**src/delta_row_rle_bitmap_decoder_assert.svh**
```systemverilog
// Assertion helpers for the bitmap decoder; clk and arst_n are taken from the scope of use.
`ifndef DELTA_ROW_RLE_BITMAP_DECODER_ASSERT_SVH
`define DELTA_ROW_RLE_BITMAP_DECODER_ASSERT_SVH

// same-cycle implication
`define DRBD_ASSERT_IMP(lbl, ante, cons) \
	lbl: assert property (@(posedge clk) disable iff (!arst_n) (ante) |-> (cons)) \
		else $error("drbd: property failed");

// next-cycle implication
`define DRBD_ASSERT_NXT(lbl, ante, cons) \
	lbl: assert property (@(posedge clk) disable iff (!arst_n) (ante) |=> (cons)) \
		else $error("drbd: property failed");

`endif

```
**src/drbd_pkg.sv**
```systemverilog
package drbd_pkg;

	localparam int MAX_ROW_WORDS_DEF = 64;
	localparam int QUEUE_DEPTH       = 4;

	typedef enum logic [2:0] {
		PH_H0,
		PH_H1,
		PH_W0,
		PH_W1,
		PH_COUNT,
		PH_LOW,
		PH_HIGH
	} phase_t;

	typedef enum logic [1:0] {
		CMD_WORD,
		CMD_HDR,
		CMD_ERR
	} cmd_kind_t;

	typedef enum logic [1:0] {
		RES_PIXELS = 2'd0,
		RES_HEADER = 2'd1,
		RES_ERROR  = 2'd2
	} res_kind_t;

	typedef enum logic [1:0] {
		ERR_NONE       = 2'd0,
		ERR_ZERO_COUNT = 2'd1,
		ERR_OVERRUN    = 2'd2,
		ERR_WIDTH      = 2'd3
	} err_code_t;

	// One classified command. WORD: data_a word, count repeats.
	// HDR: data_a height, data_b width in words. ERR: data_a row, column.
	typedef struct packed {
		cmd_kind_t   kind;
		logic [15:0] data_a;
		logic [15:0] data_b;
		logic [6:0]  count;
		logic [5:0]  column;
		err_code_t   err_code;
		logic        empty_img;
	} cmd_t;

endpackage

```
**src/drbd_front.sv**
```systemverilog
module drbd_front #(
	parameter int MAX_ROW_WORDS = drbd_pkg::MAX_ROW_WORDS_DEF
) (
	input  logic           clk,
	input  logic           arst_n,
	input  logic           byte_valid,
	output logic           byte_ready,
	input  logic [7:0]     stream_byte,
	input  logic           q_full,
	output logic           q_push,
	output drbd_pkg::cmd_t q_data
);
	import drbd_pkg::*;

	localparam int COL_W = $clog2(MAX_ROW_WORDS + 1);
	localparam int CMP_W = (COL_W > 7) ? COL_W : 7;

	phase_t             phase_q, phase_d;
	logic [15:0]        height_q, height_d;
	logic [COL_W-1:0]   rw_q, rw_d;
	logic [15:0]        row_q, row_d;
	logic [COL_W-1:0]   col_q, col_d;
	logic [6:0]         rem_q, rem_d;
	logic               run_q, run_d;
	logic [7:0]         low_q, low_d;
	logic               stop_q, stop_d;

	logic               accept;
	logic [15:0]        w16;
	logic [15:0]        wwords;
	logic [COL_W-1:0]   adv;
	logic [COL_W-1:0]   ncol;
	logic               empty;

	assign byte_ready = !q_full;
	assign accept     = byte_valid && !q_full;

	always_comb begin
		phase_d  = phase_q;
		height_d = height_q;
		rw_d     = rw_q;
		row_d    = row_q;
		col_d    = col_q;
		rem_d    = rem_q;
		run_d    = run_q;
		low_d    = low_q;
		stop_d   = stop_q;
		q_push   = 1'b0;
		q_data   = '0;
		w16      = {stream_byte, low_q};
		// pixel widths round up to whole 16-bit words
		wwords   = w16[15] ? ((16'(w16[14:0]) + 16'd15) >> 4) : w16;
		empty    = (height_q == 16'd0) || (wwords == 16'd0);
		adv      = run_q ? COL_W'(rem_q) : COL_W'(1);
		ncol     = col_q + adv;
		if (accept && !stop_q) begin
			case (phase_q)
				PH_H0: begin
					height_d[7:0] = stream_byte;
					phase_d = PH_H1;
				end
				PH_H1: begin
					height_d[15:8] = stream_byte;
					phase_d = PH_W0;
				end
				PH_W0: begin
					low_d = stream_byte;
					phase_d = PH_W1;
				end
				PH_W1: begin
					q_push = 1'b1;
					if (wwords > 16'(MAX_ROW_WORDS)) begin
						q_data.kind     = CMD_ERR;
						q_data.data_a   = row_q;
						q_data.column   = 6'(col_q);
						q_data.err_code = ERR_WIDTH;
						stop_d  = 1'b1;
						phase_d = PH_H0;
					end else begin
						q_data.kind      = CMD_HDR;
						q_data.data_a    = height_q;
						q_data.data_b    = wwords;
						q_data.empty_img = empty;
						rw_d    = COL_W'(wwords);
						row_d   = '0;
						col_d   = '0;
						rem_d   = '0;
						run_d   = 1'b0;
						phase_d = empty ? PH_H0 : PH_COUNT;
					end
				end
				PH_COUNT: begin
					run_d = stream_byte[7];
					rem_d = stream_byte[6:0];
					if (stream_byte[6:0] == 7'd0) begin
						q_push          = 1'b1;
						q_data.kind     = CMD_ERR;
						q_data.data_a   = row_q;
						q_data.column   = 6'(col_q);
						q_data.err_code = ERR_ZERO_COUNT;
						stop_d = 1'b1;
					end else if (CMP_W'(stream_byte[6:0]) > CMP_W'(rw_q - col_q)) begin
						q_push          = 1'b1;
						q_data.kind     = CMD_ERR;
						q_data.data_a   = row_q;
						q_data.column   = 6'(col_q);
						q_data.err_code = ERR_OVERRUN;
						stop_d = 1'b1;
					end else begin
						phase_d = PH_LOW;
					end
				end
				PH_LOW: begin
					low_d = stream_byte;
					phase_d = PH_HIGH;
				end
				PH_HIGH: begin
					q_push        = 1'b1;
					q_data.kind   = CMD_WORD;
					q_data.data_a = w16;
					q_data.count  = run_q ? rem_q : 7'd1;
					if (run_q) begin
						rem_d   = '0;
						phase_d = PH_COUNT;
					end else begin
						rem_d   = rem_q - 7'd1;
						phase_d = (rem_q > 7'd1) ? PH_LOW : PH_COUNT;
					end
					// packets never cross a row end, so the row ends exactly here or not at all
					if (ncol == rw_q) begin
						col_d = '0;
						row_d = row_q + 16'd1;
						if (row_q + 16'd1 == height_q) begin
							phase_d = PH_H0;
						end
					end else begin
						col_d = ncol;
					end
				end
				default: ;
			endcase
		end
	end

	always_ff @(posedge clk or negedge arst_n) begin
		if (!arst_n) begin
			phase_q  <= PH_H0;
			height_q <= '0;
			rw_q     <= '0;
			row_q    <= '0;
			col_q    <= '0;
			rem_q    <= '0;
			run_q    <= 1'b0;
			low_q    <= '0;
			stop_q   <= 1'b0;
		end else begin
			phase_q  <= phase_d;
			height_q <= height_d;
			rw_q     <= rw_d;
			row_q    <= row_d;
			col_q    <= col_d;
			rem_q    <= rem_d;
			run_q    <= run_d;
			low_q    <= low_d;
			stop_q   <= stop_d;
		end
	end

endmodule

```
**src/drbd_cmd_q.sv**
```systemverilog
module drbd_cmd_q (
	input  logic           clk,
	input  logic           arst_n,
	input  logic           push,
	input  drbd_pkg::cmd_t push_data,
	output logic           full,
	input  logic           pop,
	output logic           head_valid,
	output drbd_pkg::cmd_t head
);
	import drbd_pkg::*;

	localparam int PTR_W = (QUEUE_DEPTH > 1) ? $clog2(QUEUE_DEPTH) : 1;
	localparam int CNT_W = $clog2(QUEUE_DEPTH + 1);

	cmd_t             slot_q [QUEUE_DEPTH];
	logic [PTR_W-1:0] wr_ptr_q;
	logic [PTR_W-1:0] rd_ptr_q;
	logic [CNT_W-1:0] cnt_q;

	assign full       = (cnt_q == CNT_W'(QUEUE_DEPTH));
	assign head_valid = (cnt_q != '0);
	assign head       = slot_q[rd_ptr_q];

	always_ff @(posedge clk) begin
		if (push) begin
			slot_q[wr_ptr_q] <= push_data;
		end
	end

	always_ff @(posedge clk or negedge arst_n) begin
		if (!arst_n) begin
			wr_ptr_q <= '0;
			rd_ptr_q <= '0;
			cnt_q    <= '0;
		end else begin
			if (push) begin
				wr_ptr_q <= (wr_ptr_q == PTR_W'(QUEUE_DEPTH - 1)) ? '0 : wr_ptr_q + 1'b1;
			end
			if (pop) begin
				rd_ptr_q <= (rd_ptr_q == PTR_W'(QUEUE_DEPTH - 1)) ? '0 : rd_ptr_q + 1'b1;
			end
			if (push && !pop) begin
				cnt_q <= cnt_q + 1'b1;
			end else if (pop && !push) begin
				cnt_q <= cnt_q - 1'b1;
			end
		end
	end

endmodule

```
**src/drbd_back.sv**
```systemverilog
module drbd_back #(
	parameter int MAX_ROW_WORDS = drbd_pkg::MAX_ROW_WORDS_DEF
) (
	input  logic           clk,
	input  logic           arst_n,
	input  logic           head_valid,
	input  drbd_pkg::cmd_t head,
	output logic           pop,
	output logic           result_valid,
	input  logic           result_ready,
	output logic [1:0]     kind,
	output logic [15:0]    word_a,
	output logic [15:0]    word_b,
	output logic [1:0]     word_count,
	output logic [15:0]    row_index,
	output logic [5:0]     column_index,
	output logic           last_of_burst,
	output logic           last_of_row,
	output logic           last_of_image,
	output logic [1:0]     error_code
);
	import drbd_pkg::*;

	localparam int COL_W = $clog2(MAX_ROW_WORDS + 1);
	localparam int IDX_W = (MAX_ROW_WORDS > 1) ? $clog2(MAX_ROW_WORDS) : 1;

	logic [15:0]      mem [MAX_ROW_WORDS];
	logic [15:0]      rd_q;

	logic [COL_W-1:0] rw_q;
	logic [15:0]      height_q;
	logic [15:0]      row_q;
	logic [COL_W-1:0] col_q;
	logic             first_q;
	logic [15:0]      even_q;
	logic [6:0]       used_q;

	logic             ov_q;
	res_kind_t        kind_q;
	logic [15:0]      a_q, b_q, row_out_q;
	logic [1:0]       cnt_out_q;
	logic [5:0]       col_out_q;
	logic             lob_q, lrow_q, limg_q;
	err_code_t        err_q;

	logic             go;
	logic             is_word;
	logic [15:0]      old_w, new_w;
	logic [COL_W:0]   c1, c2;
	logic             lrow, limg, next_emit, emit;
	logic [6:0]       left;
	logic             lob;
	logic [COL_W-1:0] col_nx;
	logic [IDX_W-1:0] waddr, raddr;

	res_kind_t        r_kind;
	logic [15:0]      r_a, r_b, r_row;
	logic [1:0]       r_cnt;
	logic [5:0]       r_col;
	logic             r_lrow, r_limg;
	err_code_t        r_err;

	assign go      = head_valid && (!ov_q || result_ready);
	assign is_word = (head.kind == CMD_WORD);

	always_comb begin
		// row 0 of an image sees a cleared line store
		old_w     = first_q ? 16'd0 : rd_q;
		new_w     = old_w ^ head.data_a;
		c1        = {1'b0, col_q} + 1'b1;
		c2        = {1'b0, col_q} + 2'd2;
		lrow      = (c1 == {1'b0, rw_q});
		limg      = lrow && ((17'(row_q) + 17'd1) == 17'(height_q));
		left      = head.count - used_q - 7'd1;
		next_emit = !col_q[0] || (c2 == {1'b0, rw_q});
		lob       = (left == 7'd0) || ((left == 7'd1) && !next_emit);
		emit      = !is_word || col_q[0] || lrow;
		pop       = go && (!is_word || (left == 7'd0));

		col_nx = col_q;
		if (go) begin
			case (head.kind)
				CMD_HDR:  col_nx = '0;
				CMD_WORD: col_nx = lrow ? '0 : COL_W'(c1);
				default:  col_nx = col_q;
			endcase
		end
		waddr = col_q[IDX_W-1:0];
		raddr = col_nx[IDX_W-1:0];

		r_kind = RES_PIXELS;
		r_a    = '0;
		r_b    = '0;
		r_cnt  = 2'd0;
		r_row  = '0;
		r_col  = '0;
		r_lrow = 1'b0;
		r_limg = 1'b0;
		r_err  = ERR_NONE;
		case (head.kind)
			CMD_HDR: begin
				r_kind = RES_HEADER;
				r_a    = head.data_a;
				r_b    = head.data_b;
				r_limg = head.empty_img;
			end
			CMD_ERR: begin
				r_kind = RES_ERROR;
				r_row  = head.data_a;
				r_col  = head.column;
				r_err  = head.err_code;
			end
			default: begin
				r_row  = row_q;
				r_lrow = lrow;
				r_limg = limg;
				if (col_q[0]) begin
					r_a   = even_q;
					r_b   = new_w;
					r_cnt = 2'd2;
					r_col = 6'(col_q - COL_W'(1));
				end else begin
					r_a   = new_w;
					r_cnt = 2'd1;
					r_col = 6'(col_q);
				end
			end
		endcase
	end

	// line store, read one column ahead of the write
	always_ff @(posedge clk) begin
		if (go && is_word) begin
			mem[waddr] <= new_w;
		end
		if (go && is_word && (waddr == raddr)) begin
			rd_q <= new_w;
		end else begin
			rd_q <= mem[raddr];
		end
	end

	always_ff @(posedge clk) begin
		if (go && emit) begin
			kind_q    <= r_kind;
			a_q       <= r_a;
			b_q       <= r_b;
			cnt_out_q <= r_cnt;
			row_out_q <= r_row;
			col_out_q <= r_col;
			lob_q     <= is_word ? lob : 1'b1;
			lrow_q    <= r_lrow;
			limg_q    <= r_limg;
			err_q     <= r_err;
		end
	end

	always_ff @(posedge clk or negedge arst_n) begin
		if (!arst_n) begin
			ov_q     <= 1'b0;
			rw_q     <= '0;
			height_q <= '0;
			row_q    <= '0;
			col_q    <= '0;
			first_q  <= 1'b1;
			even_q   <= '0;
			used_q   <= '0;
		end else begin
			if (go && emit) begin
				ov_q <= 1'b1;
			end else if (result_ready) begin
				ov_q <= 1'b0;
			end
			col_q <= col_nx;
			if (go) begin
				case (head.kind)
					CMD_HDR: begin
						rw_q     <= COL_W'(head.data_b);
						height_q <= head.data_a;
						row_q    <= '0;
						first_q  <= 1'b1;
						used_q   <= '0;
					end
					CMD_WORD: begin
						if (!col_q[0]) begin
							even_q <= new_w;
						end
						used_q <= (left == 7'd0) ? 7'd0 : used_q + 7'd1;
						if (lrow) begin
							row_q   <= row_q + 16'd1;
							first_q <= 1'b0;
						end
					end
					default: ;
				endcase
			end
		end
	end

	assign result_valid  = ov_q;
	assign kind          = kind_q;
	assign word_a        = a_q;
	assign word_b        = b_q;
	assign word_count    = cnt_out_q;
	assign row_index     = row_out_q;
	assign column_index  = col_out_q;
	assign last_of_burst = lob_q;
	assign last_of_row   = lrow_q;
	assign last_of_image = limg_q;
	assign error_code    = err_q;

endmodule

```
**src/delta_row_rle_bitmap_decoder.sv**
```systemverilog
// Each result is registered in the back end after its command passes the command queue.
// Throughput: one byte per cycle while the 4-entry command queue has room; a run packet
// is written one line-store word per cycle while output is taken; a full queue stalls input.
// Reset (arst_n low, asynchronous) clears parser, queue and output control; the line store
// is not cleared, the first row after each header reads it as zero.
`include "delta_row_rle_bitmap_decoder_assert.svh"

module delta_row_rle_bitmap_decoder #(
	parameter int MAX_ROW_WORDS = drbd_pkg::MAX_ROW_WORDS_DEF
) (
	input  logic        clk,
	input  logic        arst_n,
	input  logic        byte_valid,
	output logic        byte_ready,
	input  logic [7:0]  stream_byte,
	output logic        result_valid,
	input  logic        result_ready,
	output logic [1:0]  kind,
	output logic [15:0] word_a,
	output logic [15:0] word_b,
	output logic [1:0]  word_count,
	output logic [15:0] row_index,
	output logic [5:0]  column_index,
	output logic        last_of_burst,
	output logic        last_of_row,
	output logic        last_of_image,
	output logic [1:0]  error_code
);
	import drbd_pkg::*;

	logic q_push, q_full, q_pop, q_valid;
	cmd_t q_data, q_head;

	drbd_front #(.MAX_ROW_WORDS(MAX_ROW_WORDS)) u_front (
		.clk         (clk),
		.arst_n      (arst_n),
		.byte_valid  (byte_valid),
		.byte_ready  (byte_ready),
		.stream_byte (stream_byte),
		.q_full      (q_full),
		.q_push      (q_push),
		.q_data      (q_data)
	);

	drbd_cmd_q u_cmd_q (
		.clk        (clk),
		.arst_n     (arst_n),
		.push       (q_push),
		.push_data  (q_data),
		.full       (q_full),
		.pop        (q_pop),
		.head_valid (q_valid),
		.head       (q_head)
	);

	drbd_back #(.MAX_ROW_WORDS(MAX_ROW_WORDS)) u_back (
		.clk           (clk),
		.arst_n        (arst_n),
		.head_valid    (q_valid),
		.head          (q_head),
		.pop           (q_pop),
		.result_valid  (result_valid),
		.result_ready  (result_ready),
		.kind          (kind),
		.word_a        (word_a),
		.word_b        (word_b),
		.word_count    (word_count),
		.row_index     (row_index),
		.column_index  (column_index),
		.last_of_burst (last_of_burst),
		.last_of_row   (last_of_row),
		.last_of_image (last_of_image),
		.error_code    (error_code)
	);

	`DRBD_ASSERT_IMP(a_no_push_full, q_push, !q_full)
	`DRBD_ASSERT_IMP(a_pair_even, result_valid && kind == RES_PIXELS && word_count == 2'd2,
		!column_index[0])
	`DRBD_ASSERT_IMP(a_img_ends_row, result_valid && kind == RES_PIXELS && last_of_image,
		last_of_row)
	`DRBD_ASSERT_NXT(a_quiet_after_err, result_valid && result_ready && kind == RES_ERROR,
		!result_valid)

endmodule
```
**config.mk**
```make
export PLATFORM = sky130hd
export DESIGN_NAME = delta_row_rle_bitmap_decoder
export DESIGN_NICKNAME = d
export VERILOG_FILES = /design/src/drbd_pkg.sv /design/src/drbd_front.sv /design/src/drbd_cmd_q.sv /design/src/drbd_back.sv /design/src/delta_row_rle_bitmap_decoder.sv
export VERILOG_INCLUDE_DIRS = /design/src /design/src/src
export SDC_FILE = /design/constraint.sdc
export NUM_CORES = 2
export LEC_CHECK = 0
export ABC_AREA = 0
export BUFFER_PORTS_ARGS = -buffer_cell sky130_fd_sc_hd__buf_2
export CORE_UTILIZATION = 42
export DETAILED_ROUTE_END_ITERATION = 8
export PLACE_DENSITY = 0.6
export SYNTH_ARGS = -nofsm -noshare
export SYNTH_HDL_FRONTEND = slang
export SYNTH_SLANG_ARGS = --single-unit
```
**constraint.sdc**
```tcl
create_clock -name clk -period 4.85 [get_ports clk]
set_input_delay 0.2425 -clock clk [delete_from_list [all_inputs] [get_ports clk]]
set_output_delay 0.2425 -clock clk [all_outputs]
set_load 0.01 [all_outputs]
```
* Yosys cells after proc, flatten, opt, wreduce, memory -nomap -nowiden *
Memories as Yosys holds them, arrays and structs flattened. A register that Yosys moved wholly into a read port is not among the register bits.
Index checks and enable logic that the tools add are counted.

cells by class
  $add $sub $neg = 17
  order comparisons = 3
  equal/unequal tests = 24
  muxes and demuxes = 73
  bitwise gates (word level) = 2
  reductions and logical operators = 56

operators by type and width
  operator                                                                count
  16-bit case mux with 2 select lines                                     5
  16-bit two-way mux                                                      8
  18-bit two-way mux                                                      3
  18-bit case mux with 3 select lines                                     1
  50-bit two-way mux                                                      1
  7-bit two-way mux                                                       7
  7-bit case mux with 2 select lines                                      3
  16-bit by 1-bit adder with 16-bit output (second input constant)        2
  16-bit logical NOT                                                      2
  3-bit two-way mux                                                       9
  8-bit two-way mux                                                       3
  3-bit case mux with 7 select lines                                      1
  7-bit case mux with 3 select lines                                      1
  16-bit by 1-bit adder with 17-bit output (second input constant)        1
  17-bit by 16-bit equality test with 1-bit output                        1
  1-bit two-way mux                                                       17
  15-bit by 4-bit adder with 16-bit output (second input constant)        1
  16-bit equality test                                                    1
  8-bit by 7-bit equality test with 1-bit output                          2
  16-bit by 7-bit > comparator with 1-bit output (second input constant)  1
  8-bit case mux with 2 select lines                                      1
  16-bit bitwise XOR                                                      1
  15-bit two-way mux                                                      1
  3-bit AND reduction                                                     5
  40 further kinds                                                        97

storage, ports and cells
  register bits = 207
  memory bits (writable) = 1,224
  input bits = 12
  word-level logic and storage cells = 209
  memories = 2

memories
  memory          words  bits a word  read ports  clocked after Yosys merged registers in  wr ports  RTL line          text
  u_back.mem      64     16           1           1                                        1         drbd_back.sv:27   logic [15:0] mem [MAX_ROW_WORDS];
  u_cmd_q.slot_q  4      50           1           0                                        1         drbd_cmd_q.sv:16  cmd_t slot_q [QUEUE_DEPTH];

* Longest topological paths before layout *
  word-level depth = 10
  mapped depth = 21

* Cells and area by module *
Synthesis repeated with hierarchy kept, for this count alone.

unflattened totals
  cells, all modules = 3,584
  area, all modules = 60,674.4 µm²

by module, submodules not included
  module      instances  cells each  area each (µm²)  sequential area each (µm²)
  drbd_back   1          2,621       47,385.4         34,539.4
  drbd_cmd_q  1          299         7,692.4          6,180.9
  drbd_front  1          664         5,596.6          1,651.6

* Worst setup path after synthesis *
OpenSTA, ideal clock, no wires.

  path type = flip-flop to flip-flop
  from = register u_cmd_q.rd_ptr_q[0]
  to = register u_cmd_q.cnt_q[1]
  library setup time = 0.125 ns
  arrival = 5.154 ns
  required time = 4.725 ns
  path slack = -0.428 ns
  stages on the path, launching flop included = 17
  period minus slack after synthesis = 5.278 ns
  path through = dfrtp_1 buf_2 buf_1 buf_1 mux4_2 ha_1 fa_1 a21o_1 a21oi_1 mux2i_1 a2111o_1 o41ai_1 nand2_1 ha_1 inv_1 fa_1 mux2_2

between the ends
  word-level cells in the longest chain between the ends = 9
  elaborated cells between the ends (all ways) = 13

ends and longest elaborated chain
  what                                                            RTL line          text
  start: declaration                                              drbd_cmd_q.sv:18  logic [PTR_W-1:0] rd_ptr_q;
  start signal: assignment                                        drbd_cmd_q.sv:41  rd_ptr_q <= (rd_ptr_q == PTR_W'(QUEUE_DEPTH - 1)) ? '0 : rd_ptr_q + 1'b1;
  memory 4 x 50 bit *                                             --
  7-bit subtractor                                                drbd_back.sv:74   left = head.count - used_q - 7'd1;
  7-bit by 1-bit subtractor with 7-bit output                     drbd_back.sv:74
  7-bit logical NOT                                               drbd_back.sv:78   pop = go && (!is_word || (left == 7'd0));
  1-bit logical OR *                                              drbd_back.sv:78
  1-bit logical AND *                                             drbd_back.sv:78
  1-bit logical NOT                                               drbd_cmd_q.sv:43  if (push && !pop) begin
  1-bit logical AND                                               drbd_cmd_q.sv:43
  3-bit two-way mux / 2-bit nonzero test (equally long branches)  --
  end signal: assignment                                          drbd_cmd_q.sv:44  cnt_q <= cnt_q + 1'b1;
  end signal: assignment                                          drbd_cmd_q.sv:46  cnt_q <= cnt_q - 1'b1;
  end: declaration                                                drbd_cmd_q.sv:19  logic [CNT_W-1:0] cnt_q;

Every way passes the cells marked *; elsewhere a longest branch is shown, timed or not.
A chain may end at the register's enable or synchronous reset.

* Worst setup path in the final report *
  from = register u_front.rw_q[0]
  to = memory u_cmd_q.slot_q[3][30] (netlist name), enable pin

between the ends
  word-level cells in the longest chain between the ends = 8

ends and longest elaborated chain
  what                                     RTL line                            text
  start: declaration                       drbd_front.sv:20                    logic [COL_W-1:0] rw_q, rw_d;
  start signal: assignment                 drbd_front.sv:159                   rw_q <= rw_d;
  7-bit subtractor                         drbd_front.sv:102                   end else if (CMP_W'(stream_byte[6:0]) > CMP_W'(rw_q - col_q)) begin
  7-bit > comparator                       drbd_front.sv:102
  1-bit two-way mux                        drbd_front.sv:102
  1-bit two-way mux                        drbd_front.sv:95                    if (stream_byte[6:0] == 7'd0) begin
  1-bit case mux with 2 select lines       drbd_front.sv:57                    case (phase_q)
  1-bit two-way mux                        drbd_front.sv:56                    if (accept && !stop_q) begin
  net q_push                               delta_row_rle_bitmap_decoder.sv:31  logic q_push, q_full, q_pop, q_valid;
  1-bit two-way mux                        drbd_cmd_q.sv:26                    if (push) begin
  1-bit two-way mux (not written as such)  drbd_cmd_q.sv:27                    slot_q[wr_ptr_q] <= push_data;
  end: declaration                         drbd_cmd_q.sv:16

The timed path passes the listed nets, and every way through them passes these cells.

==> results_dict.tcl <==
set metrics [dict create \
    design.final.nets 3700 \
    grt_overflow 0 \
    worstPathCellList "inv_1 -> ha_1 -> inv_1 -> fa_1 -> a21o_1 -> a21oi_1 -> o21bai_1 -> a21oi_1 -> xnor2_1 -> ha_1 -> nand3_1 -> nor2_1 -> a211oi_1 -> o21ai_0 -> a21oi_1 -> buf_4 -> and2_2 -> buf_4" \
    io_pins 77 \
    timing_worst_slew_pin_value_ps 1226 \
    post-route-cell-area_um2 68460 \
    placement.io_buffers 76 \
    core_area_um2 139900 \
    fin_crit_period_ps 4514 \
    n_diodes 0 \
    maxCapViolCount 0 \
    cts_tree "built" \
    grt-busiest-layer "met2" \
    worstHoldPathType "in -> reg" \
    wl_mm 156.3 \
    rows 137 \
    power.net_switching_mw 11.82 \
    grt.met2_usage_pct 36.52 \
    gr-usage-met3_pct 3.297 \
    clockPowerShare_pct 30.0 \
    slowest_delay_ps 590 \
    cell_repeated_most_along_the_worst_path "a21oi_1" \
    clkSinkCount 1433 \
    finClkSkew_ps 29.41 \
    timing_hold_violations_final 0 \
    internal-power_mw 25.72 \
    track_usage_pct 22.01 \
    regArea_um2 42270 \
    crit_arrival_ps 4910 \
    max-slew-margin-rel_pct 17.87 \
    synth_top_cells_by_area "edfxtp_1, mux4_2, dfrtp_1" \
    finalSetupViolCount 0 \
    via_count_of_the_first_global_routing_pass 32600 \
    clkSlewWorstSetupHoldPaths_ps 60 \
    worstPathRequired_ps 5240 \
    fin_tns_setup_ps 0 \
    multi_input_area_um2 16400 \
    grt_util_met1_pct 29.79 \
    p_per_area_nw_per_um2 548.3 \
    syn2layout_area_growth_pct 15.33 \
    dieHeight_um 377.9 \
    critical_path.startpoint_type "flip-flop" \
    post_synth_inst_count 3346 \
    antenna_violations_before_repair 7 \
    clk_latency_ps 780 \
    max_freq_mhz 221.5 \
    cts_buffer_depth 3 \
    critPathCaptureType "flip-flop" \
    vias_per_cell 5.798 \
    synth_largest_type_area_fraction_pct 64.91 \
    detailedRoute.firstIterationViolations 3073 \
    postSynth.topFlopCell "edfxtp_1" \
    layout.filler_cells 11770 \
    placement.cell_area_um2 63520 \
    leakage_power_total_nw 23.06 \
    netlist_area_um2 59360 \
    die_width_um 377.9 \
    outcome "finished, final reports clean" \
    sw_frac_of_total_pct 31.49 \
    ff2ff_setup_slack_ps 340 \
    yosysSeqAreaShare_pct 71.18 \
    fraction_of_the_cycle_the_final_worst_path_needs_pct 93.07 \
    crit_slowest_cell "buf_4" \
    unrepaired_setup_endpoints_after_global_routing "false" \
    yosysTopAreaCell "edfxtp_1" \
    yosysUniqueCellTypes 94 \
    initial_core_utilization_pct 42.44 \
    drcViolationCount 0 \
    synth-edff-count 1283 \
    worstPathMaxFanout 49 \
    worst_ir_drop_vdd_mv 0.3695 \
    firstDrtPassIters 5 \
    cts_buffers 150 \
    drive_above_1_share_pct 24.78 \
    sequentialPowerShare_pct 43.0 \
    cts_htree_levels 4 \
    worst_path_class_setup "reg -> reg" \
    slew_violations 0 \
    postSynthAreaPerCell_um2 17.74 \
    globalplace.congestion 0.8787 \
    design.die.area_um2 142800 \
    register_bit_total_from_synthesis 1433 \
    synth-warning-count 0 \
    hpwl_mm 101.3 \
    grt_max_degree 117 \
    postSynth.asyncResetShare_pct 10.05 \
    root_buffer "clkbuf_16" \
    comb_power_share_pct 27.0 \
    drt-wirelength-per-cell_um 27.73 \
    detailroute.via_count 32690 \
    wire_length_of_the_first_global_routing_pass_mm 227.0 \
    route.antenna.remaining_nets 0 \
]
layer usage:
| metal | wire length [µm] | share of wire (%) |
|---|---|---|
| met3 | 9286 | 5.9 |
| met2 | 77020 | 49 |
| met4 | 4565 | 2.9 |
| met5 | 23 | 0.015 |
| met1 | 65400 | 42 |
cell families after synthesis:
family / synth area share, %
buffers and inverters: 1.693
DFF: 71.18
muxes: 14.05
xor gates and xnor gates: 1.501
and+or+nand+nor: 4.627
other: 0.006318
adders and majority gates: 1.126
AOI/OAI and AO/OA: 5.812
metrics by stage:
stage	cells	worst slack, ps	utilization [%]	hold slack [ps]	power, mW
after detailed placement	5349	370.0	45.41	160.6	26.57
after global placement	5349	357.3	45.41	156.8	26.49
after global routing	5637	70.09	48.94	152.2	38.91
final	5637	336.3	48.94	151.2	37.54
after floorplan	3377	7.883	-	-53.09	22.41
after CTS	5637	336.2	48.94	73.32	37.82
layout by cell type (no fill, tap or decap), drive strengths merged, types with 66 or more instances in the layout:
| cell | n |
|---|---|
| dfrtp | 143 |
| nor2 | 126 |
| mux2i | 66 |
| edfxtp | 1283 |
| nand3 | 76 |
| o21ai | 103 |
| clkbuf | 204 |
| mux4 | 258 |
| mux2 | 166 |
| xnor2 | 66 |
| inv | 66 |
| buf | 283 |
| nand2 | 125 |
final timing paths:
| check | startpoint | end | cells past startpoint |
|---|---|---|---|
| worst max-delay path | u_front.rw_q[0] | u_cmd_q.slot_q[3][30] | 18 |
| worst min-delay path | byte_valid | u_front.phase_q[1] | 4 |
| worst max register to register | u_front.rw_q[0] | u_cmd_q.slot_q[3][30] | 18 |
| worst min register to register | u_front.stop_q | u_front.stop_q | 1 |
| max in group asynchronous | arst_n | u_cmd_q.rd_ptr_q[0] | 4 |
| min in group asynchronous | arst_n | u_front.col_q[4] | 4 |
synthesized netlist by cell type (7+ instances only):
cell,instances
a32oi_1,18
nand2b_1,17
o22ai_1,10
nor2_1,126
nand2_1,124
nor4_1,14
nand3_1,76
mux2_2,120
o21ai_1,33
nand4_1,14
o21a_1,7
a31oi_1,32
a22oi_1,35
buf_2,50
mux4_2,258
and2_1,34
nor2b_1,27
or3_1,14
a21oi_1,54
nor3_1,30
dfrtp_1,143
a221oi_1,32
o31ai_1,16
buf_4,7
a221o_1,10
xor2_1,33
edfxtp_1,1283
and3_1,17
o221ai_1,31
clkbuf_1,100
o21bai_1,9
a22o_1,38
a21o_1,30
o21ai_0,69
inv_1,55
mux2_1,46
mux2i_1,66
xnor2_1,66
ha_1,47
buf_1,29
area by class of cell:
type / count / share of cell area (%)
repair buffers: 294 / 3.526
well taps: 1876 / 3.429
clock inverters: 72 / 1.047
clock buffers: 204 / 5.975
flip-flops and latches: 1433 / 61.75
inverters: 58 / 0.3199
multi-input cells: 1700 / 23.95
sequential cells by signal, summed over array words and instances, names as in the netlist, 3 cells and up, named ones only:
register and cells:
u_back.rw_q 7, u_back.row_q 16, u_back.word_a 16, u_back.height_q 16
u_back.word_b 16, u_front.rw_q 7, u_front.col_q 7, u_front.height_q 16
u_back.even_q 16, u_back.column_index 6, u_cmd_q.slot_q 196, u_back.row_index 16
u_back.mem 1024, u_front.phase_q 3, u_front.row_q 16, u_front.low_q 8
u_back.col_q 7, u_back.used_q 7, u_front.rem_q 7, u_cmd_q.cnt_q 3
critical path, delay by kind of cell, from the launching register on:
kind            cells  cell delay (ps)
compound gates      7             1440
xor+xnor            1              140
fa+ha+maj           3              860
buf+inv             4              920
flops               1              410
simple gates        3              350
power by group through the flow:
stage | Clock, mW | Sequential [mW] | Combinational, mW
floorplan | 0 | 16.2 | 6.22
global placement | 0 | 16.4 | 10.1
detailed placement | 0 | 16.4 | 10.2
CTS | 11.4 | 16.1 | 10.2
global route | 11.9 | 16.2 | 10.8
finish | 11.3 | 16.1 | 10.1
repair_timing:
item	4_1_cts	5_1_grt
setup buffers	0	0
gates resized for setup	0	0
hold buffers	12	0
hold endpoints to repair	174	0
Note: power is estimated with default switching activity, not from simulation.
